<file path="src/rtl/core/ids_pkg.sv">
// Shared types and character constants for the include directive scanner.
`timescale 1ns / 1ps
package ids_pkg;

	localparam logic [7:0] CH_HASH  = 8'h23;
	localparam logic [7:0] CH_SPACE = 8'h20;
	localparam logic [7:0] CH_LT    = 8'h3C;
	localparam logic [7:0] CH_GT    = 8'h3E;
	localparam logic [7:0] CH_DOT   = 8'h2E;
	localparam logic [7:0] CH_NL    = 8'h0A;
	localparam logic [7:0] CH_I     = 8'h69;
	localparam logic [7:0] CH_N     = 8'h6E;
	localparam logic [7:0] CH_C     = 8'h63;
	localparam logic [7:0] CH_L     = 8'h6C;
	localparam logic [7:0] CH_U     = 8'h75;
	localparam logic [7:0] CH_D     = 8'h64;
	localparam logic [7:0] CH_E     = 8'h65;
	localparam logic [7:0] CH_H     = 8'h68;

	typedef enum logic [1:0] {
		STATUS_NAME = 2'd0,
		STATUS_BAD  = 2'd1,
		STATUS_LONG = 2'd2
	} status_t;

	// Commands from the controller to the datapath.
	typedef struct packed {
		logic    clear_store;
		logic    store;
		logic    start_emit;
		logic    read;
		logic    load_name;
		logic    load_err;
		status_t err_code;
	} dp_cmd_t;

	// Status from the datapath to the controller.
	typedef struct packed {
		logic is_hash;
		logic is_i;
		logic is_n;
		logic is_c;
		logic is_l;
		logic is_u;
		logic is_d;
		logic is_e;
		logic is_space;
		logic is_lt;
		logic is_gt;
		logic is_dot;
		logic is_h;
		logic is_nl;
		logic full;
		logic last;
		logic out_free;
	} dp_stat_t;

endpackage

</file>
<file path="src/rtl/core/ids_datapath.sv">
// Datapath of the include directive scanner: byte decode, name memory, output register.
`timescale 1ns / 1ps
module ids_datapath import ids_pkg::*; #(
	parameter int NAME_MAX = 64
) (
	input  logic       clk,
	input  logic       arst_n,
	input  logic [7:0] text_byte,
	input  dp_cmd_t    cmd,
	output dp_stat_t   stat,
	output logic       name_valid,
	input  logic       name_stall,
	output logic [7:0] name_byte,
	output logic       last_of_name,
	output logic [1:0] status
);

	localparam int AW = (NAME_MAX > 1) ? $clog2(NAME_MAX) : 1;
	localparam int LW = $clog2(NAME_MAX + 1);
	localparam logic [LW-1:0] LEN_FULL = LW'(NAME_MAX);

	logic [7:0]    mem [NAME_MAX];
	logic [LW-1:0] len_q;
	logic [LW-1:0] rd_idx_q;
	logic [7:0]    rd_data_q;
	logic          out_valid_q;
	logic [7:0]    out_byte_q;
	logic          out_last_q;
	status_t       out_status_q;
	logic          wr_en;
	logic [AW-1:0] wr_addr;

	always_comb begin
		stat.is_hash  = (text_byte == CH_HASH);
		stat.is_i     = (text_byte == CH_I);
		stat.is_n     = (text_byte == CH_N);
		stat.is_c     = (text_byte == CH_C);
		stat.is_l     = (text_byte == CH_L);
		stat.is_u     = (text_byte == CH_U);
		stat.is_d     = (text_byte == CH_D);
		stat.is_e     = (text_byte == CH_E);
		stat.is_space = (text_byte == CH_SPACE);
		stat.is_lt    = (text_byte == CH_LT);
		stat.is_gt    = (text_byte == CH_GT);
		stat.is_dot   = (text_byte == CH_DOT);
		stat.is_h     = (text_byte == CH_H);
		stat.is_nl    = (text_byte == CH_NL);
		stat.full     = (len_q == LEN_FULL);
		stat.last     = (rd_idx_q == len_q);
		stat.out_free = !out_valid_q || !name_stall;
	end

	// The opening bracket always lands at address zero.
	assign wr_en   = cmd.clear_store || cmd.store;
	assign wr_addr = cmd.clear_store ? '0 : len_q[AW-1:0];

	always_ff @(posedge clk) begin
		if (wr_en) begin
			mem[wr_addr] <= text_byte;
		end
		if (cmd.read) begin
			rd_data_q <= mem[rd_idx_q[AW-1:0]];
		end
	end

	always_ff @(posedge clk or negedge arst_n) begin
		if (!arst_n) begin
			len_q    <= '0;
			rd_idx_q <= '0;
		end else begin
			if (cmd.clear_store) begin
				len_q <= LW'(1);
			end else if (cmd.store) begin
				len_q <= len_q + LW'(1);
			end
			if (cmd.start_emit) begin
				rd_idx_q <= '0;
			end else if (cmd.read) begin
				rd_idx_q <= rd_idx_q + LW'(1);
			end
		end
	end

	always_ff @(posedge clk or negedge arst_n) begin
		if (!arst_n) begin
			out_valid_q <= 1'b0;
		end else if (cmd.load_name || cmd.load_err) begin
			out_valid_q <= 1'b1;
		end else if (!name_stall) begin
			out_valid_q <= 1'b0;
		end
	end

	always_ff @(posedge clk) begin
		if (cmd.load_name) begin
			out_byte_q   <= rd_data_q;
			out_last_q   <= stat.last;
			out_status_q <= STATUS_NAME;
		end else if (cmd.load_err) begin
			out_byte_q   <= 8'h00;
			out_last_q   <= 1'b1;
			out_status_q <= cmd.err_code;
		end
	end

	assign name_valid   = out_valid_q;
	assign name_byte    = out_byte_q;
	assign last_of_name = out_last_q;
	assign status       = out_status_q;

endmodule

</file>
<file path="src/rtl/core/ids_ctrl.sv">
// Controller of the include directive scanner: match automaton and emission sequencing.
`timescale 1ns / 1ps
module ids_ctrl import ids_pkg::*; (
	input  logic     clk,
	input  logic     arst_n,
	input  logic     text_valid,
	output logic     text_stall,
	input  dp_stat_t stat,
	output dp_cmd_t  cmd
);

	typedef enum logic [16:0] {
		S_IDLE     = 17'h00001,
		S_HASH     = 17'h00002,
		S_I        = 17'h00004,
		S_N        = 17'h00008,
		S_C        = 17'h00010,
		S_L        = 17'h00020,
		S_U        = 17'h00040,
		S_D        = 17'h00080,
		S_E        = 17'h00100,
		S_SP       = 17'h00200,
		S_OPEN     = 17'h00400,
		S_DOT      = 17'h00800,
		S_H        = 17'h01000,
		S_EMIT_RD  = 17'h02000,
		S_EMIT_WR  = 17'h04000,
		S_ERR_BAD  = 17'h08000,
		S_ERR_LONG = 17'h10000
	} state_t;

	state_t state_q;
	state_t state_nxt;
	logic   stuck_q;
	logic   stuck_nxt;

	// Every state that looks at text_valid also drops text_stall, so a valid byte there
	// is an accepted byte.
	always_comb begin
		state_nxt  = state_q;
		stuck_nxt  = stuck_q;
		cmd        = '0;
		cmd.err_code = STATUS_NAME;
		text_stall = 1'b1;
		unique case (state_q)
			S_IDLE: begin
				// Once an error has been reported, every byte is dropped.
				text_stall = 1'b0;
				if (text_valid && !stuck_q && stat.is_hash) begin
					state_nxt = S_HASH;
				end
			end
			S_HASH: begin
				text_stall = 1'b0;
				if (text_valid) state_nxt = stat.is_i ? S_I : S_IDLE;
			end
			S_I: begin
				text_stall = 1'b0;
				if (text_valid) state_nxt = stat.is_n ? S_N : S_IDLE;
			end
			S_N: begin
				text_stall = 1'b0;
				if (text_valid) state_nxt = stat.is_c ? S_C : S_IDLE;
			end
			S_C: begin
				text_stall = 1'b0;
				if (text_valid) state_nxt = stat.is_l ? S_L : S_IDLE;
			end
			S_L: begin
				text_stall = 1'b0;
				if (text_valid) state_nxt = stat.is_u ? S_U : S_IDLE;
			end
			S_U: begin
				text_stall = 1'b0;
				if (text_valid) state_nxt = stat.is_d ? S_D : S_IDLE;
			end
			S_D: begin
				text_stall = 1'b0;
				if (text_valid) state_nxt = stat.is_e ? S_E : S_IDLE;
			end
			S_E: begin
				text_stall = 1'b0;
				if (text_valid) state_nxt = stat.is_space ? S_SP : S_IDLE;
			end
			S_SP: begin
				text_stall = 1'b0;
				if (text_valid) begin
					if (stat.is_lt) begin
						cmd.clear_store = 1'b1;
						state_nxt = S_OPEN;
					end else begin
						state_nxt = S_IDLE;
					end
				end
			end
			S_OPEN: begin
				text_stall = 1'b0;
				if (text_valid) begin
					priority if (stat.is_nl) begin
						state_nxt = S_ERR_BAD;
					end else if (stat.full) begin
						state_nxt = S_ERR_LONG;
					end else begin
						cmd.store = 1'b1;
						if (stat.is_dot) state_nxt = S_DOT;
					end
				end
			end
			S_DOT: begin
				text_stall = 1'b0;
				if (text_valid) begin
					priority if (!stat.is_h) begin
						state_nxt = S_ERR_BAD;
					end else if (stat.full) begin
						state_nxt = S_ERR_LONG;
					end else begin
						cmd.store = 1'b1;
						state_nxt = S_H;
					end
				end
			end
			S_H: begin
				text_stall = 1'b0;
				if (text_valid) begin
					priority if (!stat.is_gt) begin
						state_nxt = S_ERR_BAD;
					end else if (stat.full) begin
						state_nxt = S_ERR_LONG;
					end else begin
						cmd.store      = 1'b1;
						cmd.start_emit = 1'b1;
						state_nxt      = S_EMIT_RD;
					end
				end
			end
			S_EMIT_RD: begin
				cmd.read  = 1'b1;
				state_nxt = S_EMIT_WR;
			end
			S_EMIT_WR: begin
				if (stat.out_free) begin
					cmd.load_name = 1'b1;
					state_nxt = stat.last ? S_IDLE : S_EMIT_RD;
				end
			end
			S_ERR_BAD: begin
				if (stat.out_free) begin
					cmd.load_err = 1'b1;
					cmd.err_code = STATUS_BAD;
					stuck_nxt    = 1'b1;
					state_nxt    = S_IDLE;
				end
			end
			S_ERR_LONG: begin
				if (stat.out_free) begin
					cmd.load_err = 1'b1;
					cmd.err_code = STATUS_LONG;
					stuck_nxt    = 1'b1;
					state_nxt    = S_IDLE;
				end
			end
			default: begin
				state_nxt = S_IDLE;
			end
		endcase
	end

	always_ff @(posedge clk or negedge arst_n) begin
		if (!arst_n) begin
			state_q <= S_IDLE;
			stuck_q <= 1'b0;
		end else begin
			state_q <= state_nxt;
			stuck_q <= stuck_nxt;
		end
	end

endmodule

</file>
<file path="src/rtl/core/include_directive_scanner.sv">
// Top level of the include directive scanner.
//
//  Channel  | Handshake          | Payload
//  ---------+--------------------+-----------------------------------------
//  text     | text_valid/stall   | text_byte
//  name     | name_valid/stall   | name_byte, last_of_name, status
//
// While scanning, one text byte is taken every cycle.
// A found name is sent out byte by byte, each byte first read through the single read port of the
// name memory into its registered read data; text is held off during that time.
// An error request waits for the output register, then all further text is dropped.
// Reset is asynchronous and needs no clearing pass; a stalled output holds its request.
`timescale 1ns / 1ps
module include_directive_scanner import ids_pkg::*; #(
	parameter int NAME_MAX = 64
) (
	input  logic       clk,
	input  logic       arst_n,
	input  logic       text_valid,
	output logic       text_stall,
	input  logic [7:0] text_byte,
	output logic       name_valid,
	input  logic       name_stall,
	output logic [7:0] name_byte,
	output logic       last_of_name,
	output logic [1:0] status
);

	dp_cmd_t  cmd;
	dp_stat_t stat;

	ids_ctrl u_ctrl (
		.clk        (clk),
		.arst_n     (arst_n),
		.text_valid (text_valid),
		.text_stall (text_stall),
		.stat       (stat),
		.cmd        (cmd)
	);

	ids_datapath #(
		.NAME_MAX (NAME_MAX)
	) u_dp (
		.clk          (clk),
		.arst_n       (arst_n),
		.text_byte    (text_byte),
		.cmd          (cmd),
		.stat         (stat),
		.name_valid   (name_valid),
		.name_stall   (name_stall),
		.name_byte    (name_byte),
		.last_of_name (last_of_name),
		.status       (status)
	);

endmodule

</file>
<file path="config.mk">
export PLATFORM = sky130hd
export DESIGN_NAME = include_directive_scanner
export DESIGN_NICKNAME = d
export VERILOG_FILES = /design/src/rtl/core/ids_pkg.sv /design/src/rtl/core/ids_datapath.sv /design/src/rtl/core/ids_ctrl.sv /design/src/rtl/core/include_directive_scanner.sv
export SDC_FILE = /design/constraint.sdc
export NUM_CORES = 1
export LEC_CHECK = 0
export ABC_AREA = 1
export ABC_CLOCK_PERIOD_IN_PS = 6700
export BUFFER_PORTS_ARGS = -buffer_cell sky130_fd_sc_hd__buf_2
export CAP_MARGIN = 30
export CELL_PAD_IN_SITES_DETAIL_PLACEMENT = 0
export CELL_PAD_IN_SITES_GLOBAL_PLACEMENT = 2
export CORE_MARGIN = 3
export CORE_UTILIZATION = 47
export DETAILED_ROUTE_END_ITERATION = 12
export GPL_ROUTABILITY_DRIVEN = 0
export PLACE_DENSITY = 0.87
export SLEW_MARGIN = 40
export SYNTH_ARGS = -nofsm -noshare
export SYNTH_HDL_FRONTEND = slang
export SYNTH_SLANG_ARGS = --single-unit
</file>
<file path="constraint.sdc">
create_clock -name clk -period 6.7 [get_ports clk]
set_input_delay 0.67 -clock clk [delete_from_list [all_inputs] [get_ports clk]]
set_output_delay 0.67 -clock clk [all_outputs]
set_load 0.01 [all_outputs]
</file>
==> results.py <==
metrics = {
    "synthesis": {
        "synth_ff_type": "edfxtp_1",
        "ys_warn_count": 0,
        "syn-num-nets": 2106,
        "avgSynthCellArea_um2": 11.4,
        "ys_ff_latch": 564,
        "synthArstFlopShare": 0.0585,
        "syn_inst": 2091,
        "synth_edf_count": 529,
        "yosysSeqAreaShare": 0.702,
        "netlist_area_um2": 23900,
        "synth_cell_type_count": 40,
    },
    "setup_path": {
        "end_kind": "flip-flop",
        "cp_slowest_cell": "nor2_1",
        "reg2reg_slack_ps": 3050,
        "crit_top_cell": "nor2_1",
        "max_stage_delay_ps": 680,
        "reg2reg_from": "u_ctrl.state_q[16]$_DFFE_PN0P_",
        "start_kind": "flip-flop",
        "worst_ep_arrival_time_ps": 3910,
        "crit_type": "flip-flop to flip-flop",
        "critPathTopFamily": "simple AND/OR/NAND/NOR gates",
        "path_max_fanout": 14,
        "crit_required_ps": 6960,
        "crit_buf_inv": 1,
        "crit_start": "u_ctrl.state_q[16]$_DFFE_PN0P_",
        "crit_chain": "clkinv_2 > nand3_1 > nor2_1 > nand3_2 > nor2_1 > nand2_1 > nand2_1 > nor2_1 > nand2_1 > nor2_1",
    },
    "finish": {
        "register_area_um2": 16800,
        "diodes": 0,
        "syn_to_final_growth_pct": 10.4,
        "multi_input_area_um2": 6240,
        "final_nets": 2092,
        "layout-drive-gt1-share": 0.0820,
        "nFillCells": 4229,
    },
    "clock_network": {
        "cts_buffer_depth": 3,
        "cts-root-buf": "clkbuf_16",
        "post_cts_resized": 0,
        "clkSinkCount": 564,
        "h-tree-depth": 2,
        "tritoncts": "built",
        "postCtsSetupRepairBufs": 0,
        "worstSkewPairLatency_ps": 620,
        "clk_pin_slew_ps": 60,
        "cts_made_buffers": 56,
        "holdBufCountCts": 0,
    },
    "placement": {
        "place_ws_ps": 2440,
        "port_buffers": 24,
        "place.detailed.hpwl_um": 40200,
    },
    "timing": {
        "layout_setup_ws_ps": 3050,
        "fin_setup_tns_ps": 0,
        "finalCritPeriodShare": 0.545,
        "slew_headroom": 0.445,
        "fin_worst_skew_ps": 20.7,
        "final-hold-violation-count": 0,
        "fmax_ghz": 0.274,
        "rsz0062_at_grt": "no",
        "slew_viol_final": 0,
        "finalCriticalPeriod_ps": 3650,
        "finalSetupViolations": 0,
        "worst_pin_slew_ps": 832,
    },
    "route": {
        "drt-pass1-iter-count": 6,
        "vias_per_cell": 5.71,
        "drc": 0,
        "wl_per_cell_um": 22.9,
        "postRouteAntennaNets": 0,
        "vias": 15916,
        "dr.first_iter.drc_count": 1709,
        "wl_um": 63900,
    },
    "run": {
        "cap_violations": 0,
    },
    "grt": {
        "grt.overflow.total": 0,
        "grt_first_pass_wirelength_um": 96000,
        "grt_max_degree": 154,
        "grtUsageTotal": 0.239,
        "grt_pass1_vias": 15753,
        "antenna_found_initial": 0,
    },
    "die": {
        "dieArea_um2": 53500,
        "pin_count": 25,
        "coreArea_um2": 49600,
        "row_count": 81,
        "die_h_um": 231,
        "start_util": 0.482,
        "die_w_um": 231,
    },
    "power": {
        "power_per_cell_area_nw_per_um2": 267,
        "power_uw": 7030,
        "p_leak_uw": 0.00917,
        "vdd_drop_max_v": 0.000209,
    },
    "status": {
        "status": "complete, no violations",
    },
    "hold_path": {
        "hp-class": "input port to async pin",
    },
}
## cells by family after synthesis
kind of cell             synth area share
XOR/XNOR                          0.00257
flip-flops                          0.702
buffers and inverters              0.0369
adder cells (fa/ha/maj)           0.00157
AO/OA/AOI/OAI                       0.100
AND/OR/NAND/NOR                     0.157
## cell usage after synthesis, types with 5 or more instances
cell      count  area, um2
edfxtp_1    529      15900
nor2_1      471       1770
o21ai_0     276       1380
nand2_1     204        766
nand3_1     109        546
inv_1        91        342
clkbuf_1     73        274
o22ai_1      66        413
o211ai_1     60        450
nand4_1      35        219
dfrtp_1      32        801
buf_2        27        135
a21oi_1      16       80.1
nor3_1       14       70.1
buf_1        12       45.0
nand2_4      10        113
nand2_2       6       37.5
nor2_2        6       37.5
xor2_1        6       52.6
o221ai_1      5       43.8
## layer usage
| metal | vias up | GRT usage | part of all wire |
|---|---|---|---|
| met5 | - | 0 | 0 |
| met4 | 0 | 0.0875 | 0.037 |
| met3 | 128 | 0.0412 | 0.073 |
| met2 | 607 | 0.393 | 0.48 |
| met1 | 7763 | 0.322 | 0.41 |
| li1 | 7418 | - | - |
## cell usage in the layout (no fill, tap or decap), types with 4 or more instances in the layout
master,synthesis,routed
buf_2,27,23
nand2_2,6,6
o22ai_1,66,66
clkinv_1,4,21
inv_2,4,5
o211ai_1,60,60
nor2_1,471,470
clkbuf_16,0,56
clkinvlp_4,0,4
clkinv_2,1,9
dfrtp_1,32,29
a21oi_1,16,16
inv_1,91,88
nor3_1,14,14
nand3_1,109,109
nor2_2,6,7
clkbuf_1,73,4
nand2_4,10,10
xor2_1,6,6
inv_6,0,5
o21ai_0,276,276
nand2_1,204,204
buf_4,2,15
o221ai_1,5,5
nand4_1,35,35
buf_6,3,5
bufinv_16,0,6
edfxtp_1,529,529
## registers in the layout, summed over array words and instances (netlist names)
name and cells:
u_ctrl.stuck_q 1, u_dp.len_q 7, u_dp.mem 512, u_dp.name_valid 1, u_dp.last_of_name 1, u_dp.rd_data_q 8, u_dp.name_byte 8, u_dp.status 2
u_dp.rd_idx_q 7, u_ctrl.state_q 17
## report_power, final
| group | total, uW | switching, uW | internal, uW |
|---|---|---|---|
| sequential | 3850 | 0.180 | 3850 |
| clock | 3090 | 1320 | 1760 |
| combinational | 90.9 | 81.0 | 9.92 |
| total | 7030 | 1400 | 5620 |
## worst paths after layout
path | end | depth (start not counted)
max in group asynchronous | u_dp.rd_idx_q[0]$_DFFE_PN0P_ | 1
worst max register to register | u_dp.mem[31][6]$_DFFE_PP_ | 10
worst min register to register | u_dp.status[1]$_SDFFE_PP0P_ | 2
worst max-delay path | u_dp.mem[31][6]$_DFFE_PP_ | 10
worst min-delay path | u_ctrl.state_q[4]$_DFFE_PN0P_ | 1
min in group clk | u_dp.name_valid$_DFFE_PN0P_ | 3
## area by class of cell
class / count / area share
Clock inverter: 42 / 0.0151
Inverter: 100 / 0.0146
Timing Repair Buffer: 45 / 0.0123
Tap cell: 664 / 0.0315
Sequential cell: 564 / 0.636
Clock buffer: 60 / 0.0537
Multi-Input combinational cell: 1310 / 0.237
## metrics by stage
step / area, um2 / cells / utilization / hold WS, ps
3_3_place_gp: 24500 / 2682 / 0.494 / 451
6_report: 26400 / 2785 / 0.532 / 8.65
3_5_place_dp: 24500 / 2683 / 0.495 / 463
4_1_cts: 26300 / 2785 / 0.532 / 5.46
2_1_floorplan: 23900 / 2091 / - / 374
5_1_grt: 26400 / 2785 / 0.532 / 18.3
(Power assumes the default switching activity.)
